`src/design/lpf_pkg.sv`:
```
// Package for the length-prefixed packet FIFO: sizes, status codes and ring index helper.
// No dependencies; used by length_prefixed_packet_fifo_unit.
package lpf_pkg;

    localparam int RING_DEPTH = 128;
    localparam int MAX_PACKET = 64;

    localparam int IDX_W = $clog2(RING_DEPTH);
    localparam int CNT_W = $clog2(RING_DEPTH + 1);
    localparam int CMP_W = (CNT_W > 9) ? CNT_W : 9;

    localparam int BYTE_W   = 8;
    localparam int STATUS_W = 3;
    localparam int OLEN_W   = 7;

    localparam logic [STATUS_W-1:0] ST_DATA   = 3'd0;
    localparam logic [STATUS_W-1:0] ST_EMPTY  = 3'd1;
    localparam logic [STATUS_W-1:0] ST_ACCEPT = 3'd2;
    localparam logic [STATUS_W-1:0] ST_REJECT = 3'd3;
    localparam logic [STATUS_W-1:0] ST_BUSY   = 3'd4;

    localparam logic CMD_PUSH = 1'b0;
    localparam logic CMD_POP  = 1'b1;

    function automatic logic [IDX_W-1:0] ring_adv(input logic [IDX_W-1:0] idx);
        return (idx == IDX_W'(RING_DEPTH - 1)) ? '0 : idx + 1'b1;
    endfunction

endpackage

```
`src/design/lpf_ram.sv`:
```
// Generic single-clock RAM: one write port, one read port with registered read data.
// No dependencies.
module lpf_ram #(
    parameter int WIDTH = 8,
    parameter int DEPTH = 128
) (
    input  logic                     aclk,
    input  logic                     we,
    input  logic [$clog2(DEPTH)-1:0] waddr,
    input  logic [WIDTH-1:0]         wdata,
    input  logic                     re,
    input  logic [$clog2(DEPTH)-1:0] raddr,
    output logic [WIDTH-1:0]         rdata
);

    logic [WIDTH-1:0] mem [DEPTH];

    always_ff @(posedge aclk) begin
        if (we) begin
            mem[waddr] <= wdata;
        end
        if (re) begin
            rdata <= mem[raddr];
        end
    end

endmodule

```
`src/design/length_prefixed_packet_fifo_unit.sv`:
```
// Top level of the length-prefixed packet FIFO: control, pointers and result register.
// Depends on lpf_pkg and lpf_ram.

// Packets are kept in a RING_DEPTH-byte ring as a length byte followed by the payload.
// Input beats are taken one at a time: a payload byte of an open packet, a stray byte,
// a rejected first byte, a busy or an empty pop are handled in S_IDLE alone; the first
// byte of an accepted packet goes through S_IDLE, then S_PUSH2, because the length byte
// and the payload byte share the ring's single write port. A pop reads the length byte
// in S_IDLE, clamps it in S_LEN, then returns one payload beat per cycle in S_DATA
// while the result side does not stall. A new input beat is taken only in S_IDLE and
// when the result register is empty or being emptied in the same cycle. The ring needs
// no clearing pass after reset; only committed entries are ever read.
module length_prefixed_packet_fifo_unit (
    input  logic        aclk,
    input  logic        aresetn,
    input  logic        s_tvalid,
    output logic        s_tready,
    input  logic [15:0] s_tdata,   // [7:0] data_byte, [15:8] packet_length
    input  logic [1:0]  s_tuser,   // [0] cmd, [1] first_byte
    output logic        m_tvalid,
    input  logic        m_tready,
    output logic [15:0] m_tdata,   // [7:0] out_byte, [14:8] out_length, [15] not_empty
    output logic [2:0]  m_tuser,   // [2:0] status
    output logic        m_tlast    // last_of_packet
);
    import lpf_pkg::*;

    localparam logic [1:0] S_IDLE  = 2'd0;
    localparam logic [1:0] S_PUSH2 = 2'd1;
    localparam logic [1:0] S_LEN   = 2'd2;
    localparam logic [1:0] S_DATA  = 2'd3;

    logic [1:0]          state_reg, state_next;
    logic [IDX_W-1:0]    head_reg, head_next;
    logic [IDX_W-1:0]    tail_reg, tail_next;
    logic [CNT_W-1:0]    stored_reg, stored_next;
    logic [BYTE_W-1:0]   push_left_reg, push_left_next;
    logic [BYTE_W-1:0]   open_len_reg, open_len_next;
    logic [BYTE_W-1:0]   hold_byte_reg, hold_byte_next;
    logic [BYTE_W-1:0]   pop_len_reg, pop_len_next;
    logic [BYTE_W-1:0]   pop_left_reg, pop_left_next;

    logic                m_tvalid_reg, m_tvalid_next;
    logic [STATUS_W-1:0] out_status_reg, out_status_next;
    logic [BYTE_W-1:0]   out_byte_reg, out_byte_next;
    logic [OLEN_W-1:0]   out_len_reg, out_len_next;
    logic                out_last_reg, out_last_next;
    logic                out_ne_reg, out_ne_next;

    logic                ram_we, ram_re;
    logic [IDX_W-1:0]    ram_waddr, ram_raddr;
    logic [BYTE_W-1:0]   ram_wdata, ram_rdata;

    logic                out_free, in_beat;
    logic                in_cmd, in_first;
    logic [BYTE_W-1:0]   in_byte, in_len;
    logic [CMP_W-1:0]    free_bytes, need_bytes, avail_payload;
    logic [BYTE_W-1:0]   plen_eff;
    logic [CNT_W-1:0]    stored_plus;

    lpf_ram #(
        .WIDTH (BYTE_W),
        .DEPTH (RING_DEPTH)
    ) u_ring (
        .aclk  (aclk),
        .we    (ram_we),
        .waddr (ram_waddr),
        .wdata (ram_wdata),
        .re    (ram_re),
        .raddr (ram_raddr),
        .rdata (ram_rdata)
    );

    assign out_free = !m_tvalid_reg || m_tready;
    assign s_tready = (state_reg == S_IDLE) && out_free;
    assign in_beat  = s_tvalid && s_tready;

    assign in_byte  = s_tdata[7:0];
    assign in_len   = s_tdata[15:8];
    assign in_cmd   = s_tuser[0];
    assign in_first = s_tuser[1];

    assign free_bytes    = CMP_W'(RING_DEPTH) - CMP_W'(stored_reg);
    assign need_bytes    = CMP_W'(in_len) + 1'b1;
    assign avail_payload = CMP_W'(stored_reg) - 1'b1;
    // clamp the length to what is committed behind the length byte
    assign plen_eff      = (CMP_W'(ram_rdata) > avail_payload) ?
                           BYTE_W'(avail_payload) : ram_rdata;
    assign stored_plus   = stored_reg + CNT_W'(open_len_reg) + 1'b1;

    always_comb begin
        state_next      = state_reg;
        head_next       = head_reg;
        tail_next       = tail_reg;
        stored_next     = stored_reg;
        push_left_next  = push_left_reg;
        open_len_next   = open_len_reg;
        hold_byte_next  = hold_byte_reg;
        pop_len_next    = pop_len_reg;
        pop_left_next   = pop_left_reg;

        m_tvalid_next   = m_tvalid_reg && !m_tready;
        out_status_next = out_status_reg;
        out_byte_next   = out_byte_reg;
        out_len_next    = out_len_reg;
        out_last_next   = out_last_reg;
        out_ne_next     = out_ne_reg;

        ram_we    = 1'b0;
        ram_waddr = head_reg;
        ram_wdata = in_byte;
        ram_re    = 1'b0;
        ram_raddr = tail_reg;

        unique case (state_reg)
            S_IDLE: begin
                if (in_beat) begin
                    out_byte_next = '0;
                    out_len_next  = '0;
                    out_last_next = 1'b0;
                    if (in_cmd == CMD_POP) begin
                        if (push_left_reg != '0) begin
                            m_tvalid_next   = 1'b1;
                            out_status_next = ST_BUSY;
                            out_ne_next     = (stored_reg != '0);
                        end else if (stored_reg == '0) begin
                            m_tvalid_next   = 1'b1;
                            out_status_next = ST_EMPTY;
                            out_ne_next     = 1'b0;
                        end else begin
                            ram_re     = 1'b1;
                            tail_next  = ring_adv(tail_reg);
                            state_next = S_LEN;
                        end
                    end else if (push_left_reg != '0) begin
                        ram_we         = 1'b1;
                        head_next      = ring_adv(head_reg);
                        push_left_next = push_left_reg - 1'b1;
                        if (push_left_reg == BYTE_W'(1)) begin
                            stored_next     = stored_plus;
                            m_tvalid_next   = 1'b1;
                            out_status_next = ST_ACCEPT;
                            out_ne_next     = 1'b1;
                        end
                    end else if (in_first) begin
                        if (in_len == '0 || in_len > BYTE_W'(MAX_PACKET) ||
                            free_bytes < need_bytes) begin
                            m_tvalid_next   = 1'b1;
                            out_status_next = ST_REJECT;
                            out_ne_next     = (stored_reg != '0);
                        end else begin
                            // length byte now, payload byte next cycle
                            ram_we         = 1'b1;
                            ram_wdata      = in_len;
                            head_next      = ring_adv(head_reg);
                            open_len_next  = in_len;
                            hold_byte_next = in_byte;
                            state_next     = S_PUSH2;
                        end
                    end
                end
            end
            S_PUSH2: begin
                ram_we         = 1'b1;
                ram_wdata      = hold_byte_reg;
                head_next      = ring_adv(head_reg);
                push_left_next = open_len_reg - 1'b1;
                state_next     = S_IDLE;
                if (open_len_reg == BYTE_W'(1)) begin
                    stored_next     = stored_plus;
                    m_tvalid_next   = 1'b1;
                    out_status_next = ST_ACCEPT;
                    out_byte_next   = '0;
                    out_len_next    = '0;
                    out_last_next   = 1'b0;
                    out_ne_next     = 1'b1;
                end
            end
            S_LEN: begin
                // take the whole packet off the count now
                stored_next = stored_reg - 1'b1 - CNT_W'(plen_eff);
                if (plen_eff == '0) begin
                    state_next = S_IDLE;
                end else begin
                    ram_re        = 1'b1;
                    tail_next     = ring_adv(tail_reg);
                    pop_len_next  = plen_eff;
                    pop_left_next = plen_eff;
                    state_next    = S_DATA;
                end
            end
            S_DATA: begin
                if (out_free) begin
                    m_tvalid_next   = 1'b1;
                    out_status_next = ST_DATA;
                    out_byte_next   = ram_rdata;
                    out_len_next    = pop_len_reg[OLEN_W-1:0];
                    out_last_next   = (pop_left_reg == BYTE_W'(1));
                    out_ne_next     = (stored_reg != '0);
                    pop_left_next   = pop_left_reg - 1'b1;
                    if (pop_left_reg == BYTE_W'(1)) begin
                        state_next = S_IDLE;
                    end else begin
                        ram_re    = 1'b1;
                        tail_next = ring_adv(tail_reg);
                    end
                end
            end
            default: begin
                state_next = S_IDLE;
            end
        endcase
    end

    always_ff @(posedge aclk) begin
        if (!aresetn) begin
            state_reg     <= S_IDLE;
            head_reg      <= '0;
            tail_reg      <= '0;
            stored_reg    <= '0;
            push_left_reg <= '0;
            open_len_reg  <= '0;
            m_tvalid_reg  <= 1'b0;
        end else begin
            state_reg     <= state_next;
            head_reg      <= head_next;
            tail_reg      <= tail_next;
            stored_reg    <= stored_next;
            push_left_reg <= push_left_next;
            open_len_reg  <= open_len_next;
            m_tvalid_reg  <= m_tvalid_next;
        end
    end

    always_ff @(posedge aclk) begin
        hold_byte_reg  <= hold_byte_next;
        pop_len_reg    <= pop_len_next;
        pop_left_reg   <= pop_left_next;
        out_status_reg <= out_status_next;
        out_byte_reg   <= out_byte_next;
        out_len_reg    <= out_len_next;
        out_last_reg   <= out_last_next;
        out_ne_reg     <= out_ne_next;
    end

    assign m_tvalid = m_tvalid_reg;
    assign m_tdata  = {out_ne_reg, out_len_reg, out_byte_reg};
    assign m_tuser  = out_status_reg;
    assign m_tlast  = out_last_reg;

    a_stored_bound: assert property (@(posedge aclk) disable iff (!aresetn)
        stored_reg <= CNT_W'(RING_DEPTH))
        else $error("committed byte count exceeds ring depth");

    a_no_pop_during_push: assert property (@(posedge aclk) disable iff (!aresetn)
        (state_reg == S_LEN || state_reg == S_DATA) |-> push_left_reg == '0)
        else $error("pop in progress while a packet is open");

    a_data_left: assert property (@(posedge aclk) disable iff (!aresetn)
        state_reg == S_DATA |-> pop_left_reg != '0)
        else $error("payload stream with no bytes left");

    a_last_is_data: assert property (@(posedge aclk) disable iff (!aresetn)
        (m_tvalid && m_tlast) |-> (m_tuser == ST_DATA && m_tdata[15] == (stored_reg != '0)))
        else $error("last beat not a data beat or wrong non-empty flag");

    a_len_entry: assert property (@(posedge aclk) disable iff (!aresetn)
        $past(state_reg) == S_IDLE && state_reg == S_LEN |-> $past(stored_reg) != '0)
        else $error("length read from an empty ring");

endmodule

```
`config.mk`:
```
export PLATFORM = sky130hd
export DESIGN_NAME = length_prefixed_packet_fifo_unit
export DESIGN_NICKNAME = d
export VERILOG_FILES = /design/src/design/lpf_pkg.sv /design/src/design/lpf_ram.sv /design/src/design/length_prefixed_packet_fifo_unit.sv
export SDC_FILE = /design/constraint.sdc
export NUM_CORES = 1
export LEC_CHECK = 0
export ABC_CLOCK_PERIOD_IN_PS = 30700
export BUFFER_PORTS_ARGS = -buffer_cell sky130_fd_sc_hd__buf_2
export CORE_MARGIN = 4
export CORE_UTILIZATION = 30
export DETAILED_ROUTE_END_ITERATION = 16
export GPL_TIMING_DRIVEN = 1
export PLACE_DENSITY_LB_ADDON = 0.08
export SYNTH_ARGS = -nofsm -noshare
export SYNTH_HDL_FRONTEND = slang
export SYNTH_SLANG_ARGS = --single-unit
```
`constraint.sdc`:
```
create_clock -name aclk -period 30.7 [get_ports aclk]
set_clock_uncertainty 0.2 [all_clocks]
set_input_delay 4.605 -clock aclk [delete_from_list [all_inputs] [get_ports aclk]]
set_output_delay 4.605 -clock aclk [all_outputs]
set_load 0.02 [all_outputs]
```
* Yosys cells after proc, flatten, opt, wreduce, memory -nomap -nowiden
Memories as Yosys holds them, arrays and structs flattened. A register that Yosys moved wholly into a read port is not among the register bits.
Index checks and enable logic that the tools add are counted.
W data, S select, Z words.
** Word-level totals
- Input port bits :: 22
- Memories :: 1
- Memory bits (writable) :: 1024
- Bits in registers :: 84
** Operators by class
- Order comparisons :: 3
- Reduce and logical (&&, ||, !) cells :: 29
- Equal/unequal tests :: 29
- Add/sub/neg operators :: 12
- Bitwise gates (word level) :: 4
- Muxes and demuxes :: 108
** Memories
- u_ring.mem :: depth 128, bits a word 8, rd ports 1, clocked after memory_dff 1, write ports 1, line lpf_ram.sv:16 : logic [WIDTH-1:0] mem [DEPTH];
** Operator list (number)
- $mux W8 :: 19
- $mux W7 :: 17
- $pmux W8 S2 :: 3
- $pmux W8 S3 :: 2
- $pmux W7 S3 :: 2
- $mux W1 :: 37
- $sub A8 B1 Y8 const B :: 4
- $mux W3 :: 10
- $eq A8 B1 Y1 const B :: 3
- $logic_not A8 Y1 :: 3
- $mux W2 :: 10
- $ne A2 B2 Y1 const B :: 10
- $reduce_and A8 Y1 :: 2
- $reduce_bool A8 Y1 :: 2
- $add A7 B1 Y7 const B :: 2
- $eq A7 B7 Y1 const B :: 2
- $pmux W7 S2 :: 1
- $ne A3 B3 Y1 const B :: 4
- $pmux W1 S3 :: 4
- $reduce_and A6 Y1 :: 2
- $add A8 B1 Y9 const B :: 1
- $gt A8 B9 Y1 :: 1
- $lt A9 B9 Y1 :: 1
- $pmux W3 S3 :: 1
- other kinds (26) :: 42

* Logic depth before layout (Yosys ltp)
Gate-level depths: netlist of the first run.
- Depth in word-level cells :: 11
- Gate-level depth with buffers :: 21
- Mapped depth without buffers :: 20

* Cells and area by module
From an unflattened synthesis of the first run, not the netlist that was laid out.
** Second synthesis, totals
- Cell total of the unflattened synthesis :: 2244
- Area, all modules :: 45293.4 sq um
** Modules (own cells, without submodules)
- lpf_ram :: cells each 1635, seq. area each 30989.7 sq um, area each 39740.6 sq um, instances 1
- length_prefixed_packet_fifo_unit :: cells each 609, seq. area each 2112.0 sq um, area each 5552.8 sq um, instances 1

* Worst setup path before layout of the first run
Ideal clock, no wire load.
- Path type :: input to register
- From :: in s_tdata[10]
- To :: mem u_ring.mem[0][7], data pin
- Arrival time :: 12.187 ns
- Stages :: 12
- Setup time :: 1.198 ns
- Setup slack :: 17.115 ns
- Data required time :: 29.302 ns
- Cell sequence :: clkbuf_1 nand2_1 nor3_1 nand2_1 xor2_1 ha_1 a21o_1 a2111oi_0 a21oi_4 nand3_1 a21oi_1 o21ai_0
** Between the ends
- Longest elaborated chain between the ends :: 9
- Elaborated cells on any way between the ends :: 12
- Classes of those cells :: 1 x add/sub; 2 x order compare; 6 x mux; 3 x reduce/logical
** RTL lines
- start: declaration :: line length_prefixed_packet_fifo_unit.sv:18 : input logic [15:0] s_tdata,
- $add A8 B1 Y9 (tied with other cells) :: line length_prefixed_packet_fifo_unit.sv:84 : assign need_bytes = CMP_W'(in_len) + 1'b1;
- $lt A9 B9 Y1 or $logic_or A1 B1 Y1 (tied branches) :: line length_prefixed_packet_fifo_unit.sv:147, length_prefixed_packet_fifo_unit.sv:146
- $logic_or A1 B1 Y1 (*) :: line length_prefixed_packet_fifo_unit.sv:146 : if (in_len == '0 || in_len > BYTE_W'(MAX_PACKET) ||
- $mux W8 (*) :: line length_prefixed_packet_fifo_unit.sv:146
- $mux W8 (*) :: line length_prefixed_packet_fifo_unit.sv:145 : end else if (in_first) begin
- $mux W8 (*) :: line length_prefixed_packet_fifo_unit.sv:135 : end else if (push_left_reg != '0) begin
- $mux W8 (*) :: line length_prefixed_packet_fifo_unit.sv:121 : if (in_cmd == CMD_POP) begin
- $mux W8 (*) :: line length_prefixed_packet_fifo_unit.sv:117 : if (in_beat) begin
- $pmux W8 S2 (*) :: line length_prefixed_packet_fifo_unit.sv:115 : unique case (state_reg)
- via ram_wdata[7] :: line length_prefixed_packet_fifo_unit.sv:52 : logic [BYTE_W-1:0] ram_wdata, ram_rdata;
- end: declaration :: line lpf_ram.sv:16
The timed path passes the listed nets; every way through them passes the cells marked *.

* Worst setup path in the final report of the first run
- From :: in m_tready
- To :: out s_tready
** Between the ends
- Longest elaborated chain between the ends :: 2
** RTL lines
- start: declaration :: line length_prefixed_packet_fifo_unit.sv:21 : input logic m_tready,
- $logic_or A1 B1 Y1 :: line length_prefixed_packet_fifo_unit.sv:74 : assign out_free = !m_tvalid_reg || m_tready;
- $logic_and A1 B1 Y1 :: line length_prefixed_packet_fifo_unit.sv:75 : assign s_tready = (state_reg == S_IDLE) && out_free;
- end: declaration :: line length_prefixed_packet_fifo_unit.sv:17 : output logic s_tready,
No other way between the ends.

==> impl_metrics.json, run 1 <==
{
  "required_ps": 25900,
  "rr_worst_depth": 13,
  "drv_cap": 0,
  "syn_to_final_growth_pct": 14.6,
  "vdd_drop_max_mv": 0.0525,
  "whs_path_depth": 2,
  "synth_area_um2": 45300,
  "cts_buffer_depth": 3,
  "synth_warnings": 0,
  "num-fill-cells": 14093,
  "power_density_nw_per_um2": 83.0,
  "start_util_pct": 30.2,
  "whs_endpoint": "m_tvalid$_SDFF_PN0_",
  "cpMaxStageDelayCell": "nor2b_1",
  "clk_pin_slew_ps": 60,
  "ys_types": 66,
  "drt_wl_total_um": 120000,
  "numCtsBuffers": 132,
  "fin_setup_tns_ps": 0,
  "rsz0062_at_grt": "no",
  "leakagePower_uw": 0.0156,
  "synth_area_per_cell_um2": 20.0,
  "grt_first_pass_wirelength_um": 174000,
  "rows": 142,
  "clkLatencyLatePin_ps": 740,
  "rr_startpoint": "stored_reg[2]$_SDFFE_PN0P_",
  "groute.usage.overall_pct": 15.4,
  "drive_above_1_share_pct": 24.7,
  "post-route-util_pct": 34.6,
  "cts_tree": "yes",
  "hold_viol": 0,
  "cp_common_cell": "buf_2",
  "largest_reg_flops": 1024,
  "yosysSeqAreaShare_pct": 73.1,
  "synth_nets": 2325,
  "place_congestion": 0.806,
  "drt-initial-drc-count": 1499,
  "cts_root_buf": "clkbuf_16",
  "grt_pass1_vias": 23336,
  "vias": 22021,
  "ff_latch_area_um2": 33100,
  "die_h_um": 396,
  "path_class": "in2out",
  "critPathLaunchType": "input port",
  "hold_path.class": "reg2reg",
  "core_um2": 150000,
  "worst_slew_pin_slew_ps": 1120,
  "cp_cell_sequence": "buf_2 > nor2b_1 > nor3_1 > buf_2",
  "slew_headroom_pct": 24.5,
  "htree_levels": 4,
  "antenna_found_initial": 3,
  "cp_max_fo": 5,
  "slew_viol_final": 0,
  "status": "complete, no violations",
  "post-route-min-period_ps": 10070,
  "multi_input_area_um2": 11600,
  "post_drt_via_cell_ratio": 4.94,
  "worstPathArrival_ps": 5270,
  "cts_setup_buffers": 0,
  "rrSetupSlack_ps": 24130,
  "overflow": 0,
  "timing.rr.end": "u_ring.mem[77][5]$_DFFE_PP_",
  "min_from": "m_tvalid$_SDFF_PN0_",
  "ioPinCount": 44,
  "async_flop_share_pct": 0,
  "crit_path_max_incr_delay_ps": 290,
  "port-buffer-count": 43,
  "synth_ff_type": "edfxtp_1",
  "synthCells": 2259,
  "cts_resized": 0,
  "setup.worst_path.end_class": "primary output",
  "synth_edf_count": 1075,
  "cts_hold_buffers": 0,
  "layout.nets": 2409,
  "die_area_um2": 157000,
  "wire_per_inst_um": 26.9,
  "hpwl_um": 73600,
  "grt_max_degree": 97,
  "setup_violations": 0,
  "drc": 0,
  "fp.dieW_um": 396,
  "ys_seq_elements": 1116,
  "ant_nets": 0,
  "fmax_ghz": 0.0993,
  "drt_pass1_iterations": 6,
  "finalCritPeriodShare_pct": 32.8,
  "cts.sinks": 1116,
  "regMostFlops": "u_ring.mem"
}
per-layer routing:
layer / vias to the layer above / global-route usage [%] / routed length (µm)
li1: 9459 / - / -
met1: 11942 / 21.1 / 54400
met2: 463 / 25.1 / 58100
met3: 155 / 2.68 / 4650
met4: 2 / 4.40 / 2600
met5: - / 0 / 13
worst max-delay path by stage:
| stage | cells past startpoint | from | to | slack, ps |
|---|---|---|---|---|
| 2_1_floorplan | 12 | s_tdata[10] | u_ring.mem[0][7]$_DFFE_PP_ | 17110 |
| 3_3_place_gp | 14 | s_tdata[8] | u_ring.mem[77][5]$_DFFE_PP_ | 20430 |
| 3_5_place_dp | 14 | s_tdata[8] | u_ring.mem[44][7]$_DFFE_PP_ | 20230 |
| 4_1_cts | 4 | m_tready | s_tready | 20630 |
| 5_1_grt | 4 | m_tready | s_tready | 20530 |
| 6_report | 4 | m_tready | s_tready | 20630 |
final cells by class:
| class | count | share of cell area, % |
|---|---|---|
| Inverter | 33 | 0.239 |
| Multi-Input combinational cell | 982 | 22.3 |
| Tap cell | 2016 | 4.86 |
| Clock buffer | 171 | 6.81 |
| Clock inverter | 62 | 0.999 |
| Antenna cell | 2 | 0.00965 |
| Sequential cell | 1116 | 63.8 |
| Timing Repair Buffer | 78 | 0.921 |
logic make-up (layout without fill, tap and decap cells):
| kind of cell | after synthesis | after routing | synth area share, % |
|---|---|---|---|
| mux | 368 | 368 | 17.0 |
| xor+xnor | 47 | 47 | 0.910 |
| simple gates | 379 | 379 | 3.96 |
| flops | 1116 | 1116 | 73.1 |
| compound gates | 143 | 143 | 2.22 |
| buf+inv | 161 | 344 | 1.52 |
| other cells | 0 | 2 | 0 |
| fa+ha+maj | 45 | 45 | 1.27 |
placed cells by master, fill, tap and decap left out, types with 15 or more instances in the layout:
master | synthesis | layout
nor3_1 | 15 | 15
nor2_1 | 180 | 180
clkbuf_16 | 0 | 136
and3_1 | 22 | 22
clkinv_1 | 0 | 28
clkinv_2 | 0 | 15
mux2i_1 | 48 | 48
xnor2_1 | 20 | 20
edfxtp_1 | 1075 | 1075
a21oi_1 | 30 | 30
ha_1 | 42 | 42
buf_2 | 42 | 43
dfxtp_1 | 41 | 36
buf_4 | 1 | 35
nand3_1 | 26 | 26
inv_1 | 32 | 32
nand2_1 | 61 | 61
o21ai_0 | 28 | 27
clkbuf_1 | 73 | 35
mux4_2 | 320 | 320
xor2_1 | 27 | 27
through the flow:
stage	cell area [µm²]	hold WS (ps)	worst slack [ps]	cells	power (µW)
final	51900	345	20630	4460	4300
after global routing	51900	378	20530	4458	4520
after CTS	51900	342	20630	4458	4390
after detailed placement	47800	328	20230	4225	2890
after global placement	47800	325	20430	4225	2880
after floorplan	45300	283	17110	2259	2530
report_power, final:
group | leakage (µW) | total [µW] | switching (µW) | internal [µW]
Clock | 0.00197 | 1480 | 614 | 863
Combinational | 0.00367 | 970 | 597 | 373
Sequential | 0.0100 | 1860 | 52.0 | 1800
critical path, delay by kind of cell:
kind	cells	cell delay, ps
buffers and inverters	2	300
and+or+nand+nor	2	360
synth_stat cells (5+ instances only):
library cell,instances,area share (%)
a21oi_1,30,0.33
mux2i_1,48,1.1
nand2_1,61,0.51
or3_1,10,0.14
mux4_2,320,16
nand3_1,26,0.29
xor2_1,27,0.52
o21a_1,5,0.083
nor2_1,180,1.5
a221oi_1,10,0.19
and3_1,22,0.30
buf_2,42,0.46
xnor2_1,20,0.39
nor2b_1,10,0.14
a22o_1,8,0.15
ha_1,42,1.2
nor2_2,8,0.11
nor4_1,7,0.097
o22a_1,14,0.27
a211oi_1,13,0.22
buf_1,9,0.075
edfxtp_1,1075,71
inv_1,32,0.27
dfxtp_1,41,1.8
nor3_1,15,0.17
a21o_1,7,0.12
o21ai_0,28,0.31
nand4_1,7,0.097
clkbuf_1,73,0.61
Power figures use the tool's default switching activity.
==> run 2, diff against run 1 <==
ABC_CLOCK_PERIOD_IN_PS = 9800   (was 30700)
clock period = 9.8 ns   (was 30.7 ns; I/O delays follow)
==> impl_metrics.json, run 2 (synthesis gave the netlist of run 1 again) <==
{
  "critPathLaunchType": "flip-flop",
  "power_frac_seq_pct": 42.1,
  "rsz0062_at_grt": "no",
  "slew_headroom_pct": 26.3,
  "setup_violations": 0,
  "final_common_cell": "edfxtp_1",
  "fin_setup_tns_ps": 0,
  "switchingPower_uw": 3900,
  "start_util_pct": 30.2,
  "syn_to_final_growth_pct": 15.3,
  "hold_path.class": "reg2reg",
  "worst_slew_pin_slew_ps": 1100,
  "cts.sinks": 1116,
  "hold_slack_ps": 314,
  "hold_viol": 0,
  "design_area_um2": 52200,
  "rows": 142,
  "mostFrequentLayoutCells": "1075 x edfxtp_1, 320 x mux4_2, 180 x nor2_1",
  "numCtsBuffers": 132,
  "vias": 21840,
  "cts_setup_buffers": 0,
  "cp_top_family": "compound AO/OA/AOI/OAI gates",
  "layout_setup_ws_ps": 3200,
  "critPathBufInv": 2,
  "post-route-min-period_ps": 6600,
  "status": "complete, no violations",
  "worstPathArrival_ps": 6840,
  "cpMaxStageDelayCell": "a21oi_1",
  "rr_startpoint": "stored_reg[3]$_SDFFE_PN0P_",
  "htree_levels": 4,
  "timing.rr.end": "u_ring.mem[43][0]$_DFFE_PP_",
  "grt_max_degree": 129,
  "cp_cell_sequence": "nor4_1 > nand2_1 > xor2_1 > inv_1 > ha_1 > o21ai_0 > a21oi_1 > nand4_1 > a21oi_4 > nand3_1 > a21oi_1 > o22a_4 > buf_4",
  "dpl_cell_area_um2": 47800,
  "layout.nets": 2408,
  "setup.worst_path.end_class": "flip-flop",
  "power_density_nw_per_um2": 263,
  "fmax_ghz": 0.151,
  "post-route-util_pct": 34.8,
  "die_h_um": 396,
  "port-buffer-count": 43,
  "drt_wl_total_um": 118000,
  "drv_cap": 0,
  "leakagePower_uw": 0.0158,
  "cts_buffer_depth": 3,
  "cp_common_cell": "a21oi_1",
  "clk_pin_slew_ps": 60,
  "ant_nets": 0,
  "required_ps": 10040,
  "netSwitchingFraction_pct": 28.4,
  "clkLatencyLatePin_ps": 750,
  "drive_above_1_share_pct": 25.1,
  "cp_max_fo": 69,
  "cts_hold_buffers": 0,
  "cts_root_buf": "clkbuf_16",
  "vdd_drop_max_mv": 0.184,
  "fp.dieW_um": 396,
  "crit_path_max_incr_delay_ps": 1030,
  "drt_pass1_iterations": 5,
  "pwr-share-clk_pct": 36.0,
  "drt-initial-drc-count": 1529,
  "wire_per_inst_um": 26.3,
  "antenna_found_initial": 1,
  "pre_cts_ws_ps": 2670,
  "die_area_um2": 157000,
  "slew_viol_final": 0,
  "grt_pass1_vias": 23208,
  "core_um2": 150000,
  "finalCritPeriodShare_pct": 67.4,
  "place_congestion": 0.773,
  "largest_reg_flops": 1024,
  "rr_worst_depth": 13,
  "whs_endpoint": "m_tvalid$_SDFF_PN0_",
  "groute.usage.overall_pct": 15.1,
  "overflow": 0,
  "whs_path_depth": 2,
  "min_from": "m_tvalid$_SDFF_PN0_",
  "grt_first_pass_wirelength_um": 171000,
  "drc": 0,
  "post_drt_via_cell_ratio": 4.89,
  "cts_tree": "yes",
  "hpwl_um": 72500,
  "ioPinCount": 44,
  "cts_resized": 0,
  "regMostFlops": "u_ring.mem",
  "rrSetupSlack_ps": 3200,
  "path_class": "reg2reg",
  "p_int_uw": 9840,
  "combPwrFrac_pct": 21.9
}
==> run 2: cell count changes in the layout (fill, tap and decap cells not counted), moves of 3 or more <==
cell,delta
clkinv_1,-6
inv_6,-4
bufinv_16,+9
clkbuf_16,+5
buf_4,-3
==> run 2: worst max-delay path by stage <==
stage	endpoint	depth (start not counted)	startpoint	slack, ps
global route	u_ring.mem[9][0]$_DFFE_PP_	13	stored_reg[3]$_SDFFE_PN0P_	2760
finish	u_ring.mem[43][0]$_DFFE_PP_	13	stored_reg[3]$_SDFFE_PN0P_	3200
floorplan	u_ring.mem[0][7]$_DFFE_PP_	12	s_tdata[10]	1550
global placement	u_ring.mem[126][0]$_DFFE_PP_	14	s_tdata[8]	2660
CTS	u_ring.mem[38][0]$_DFFE_PP_	13	stored_reg[3]$_SDFFE_PN0P_	3190
detailed placement	u_ring.mem[125][0]$_DFFE_PP_	14	s_tdata[8]	2670
==> run 2: power by group through the flow <==
stage	clock, µW	combinational (µW)	sequential, µW
global placement	0	3090	5880
finish	4950	3010	5790
CTS	5100	3100	5790
global route	5320	3280	5800
floorplan	0	2060	5870
detailed placement	0	3100	5890
==> run 2: per-stage QoR <==
| step | total power (µW) | instances |
|---|---|---|
| 3_5_place_dp | 8990 | 4224 |
| 6_report | 13700 | 4465 |
| 4_1_cts | 14000 | 4462 |
| 5_1_grt | 14400 | 4462 |
| 3_3_place_gp | 8970 | 4224 |
| 2_1_floorplan | 7930 | 2259 |
==> run 2: tightest hold or removal path: cells and delay by family (launching register included) <==
family	cells	cell delay (ps)
AO/OA/AOI/OAI	1	60
flip-flops	1	320
AND/OR/NAND/NOR	1	90
==> run 2: area by class of cell <==
class | instances | area (µm²)
clock buffers | 176 | 3680
inverters | 33 | 124
diodes | 3 | 7.51
fillers | 14039 | 97800
flip-flops and latches | 1116 | 33100
well taps | 2016 | 2520
repair buffers | 77 | 495
multi-input cells | 982 | 11600
clock inverters | 62 | 683
==> run 2: metal layers <==
| metal | part of all wire, % | global-route usage [%] |
|---|---|---|
| met5 | 0 | 0 |
| met4 | 2.0 | 3.74 |
| met1 | 44 | 20.1 |
| met2 | 50 | 25.3 |
| met3 | 3.9 | 2.91 |
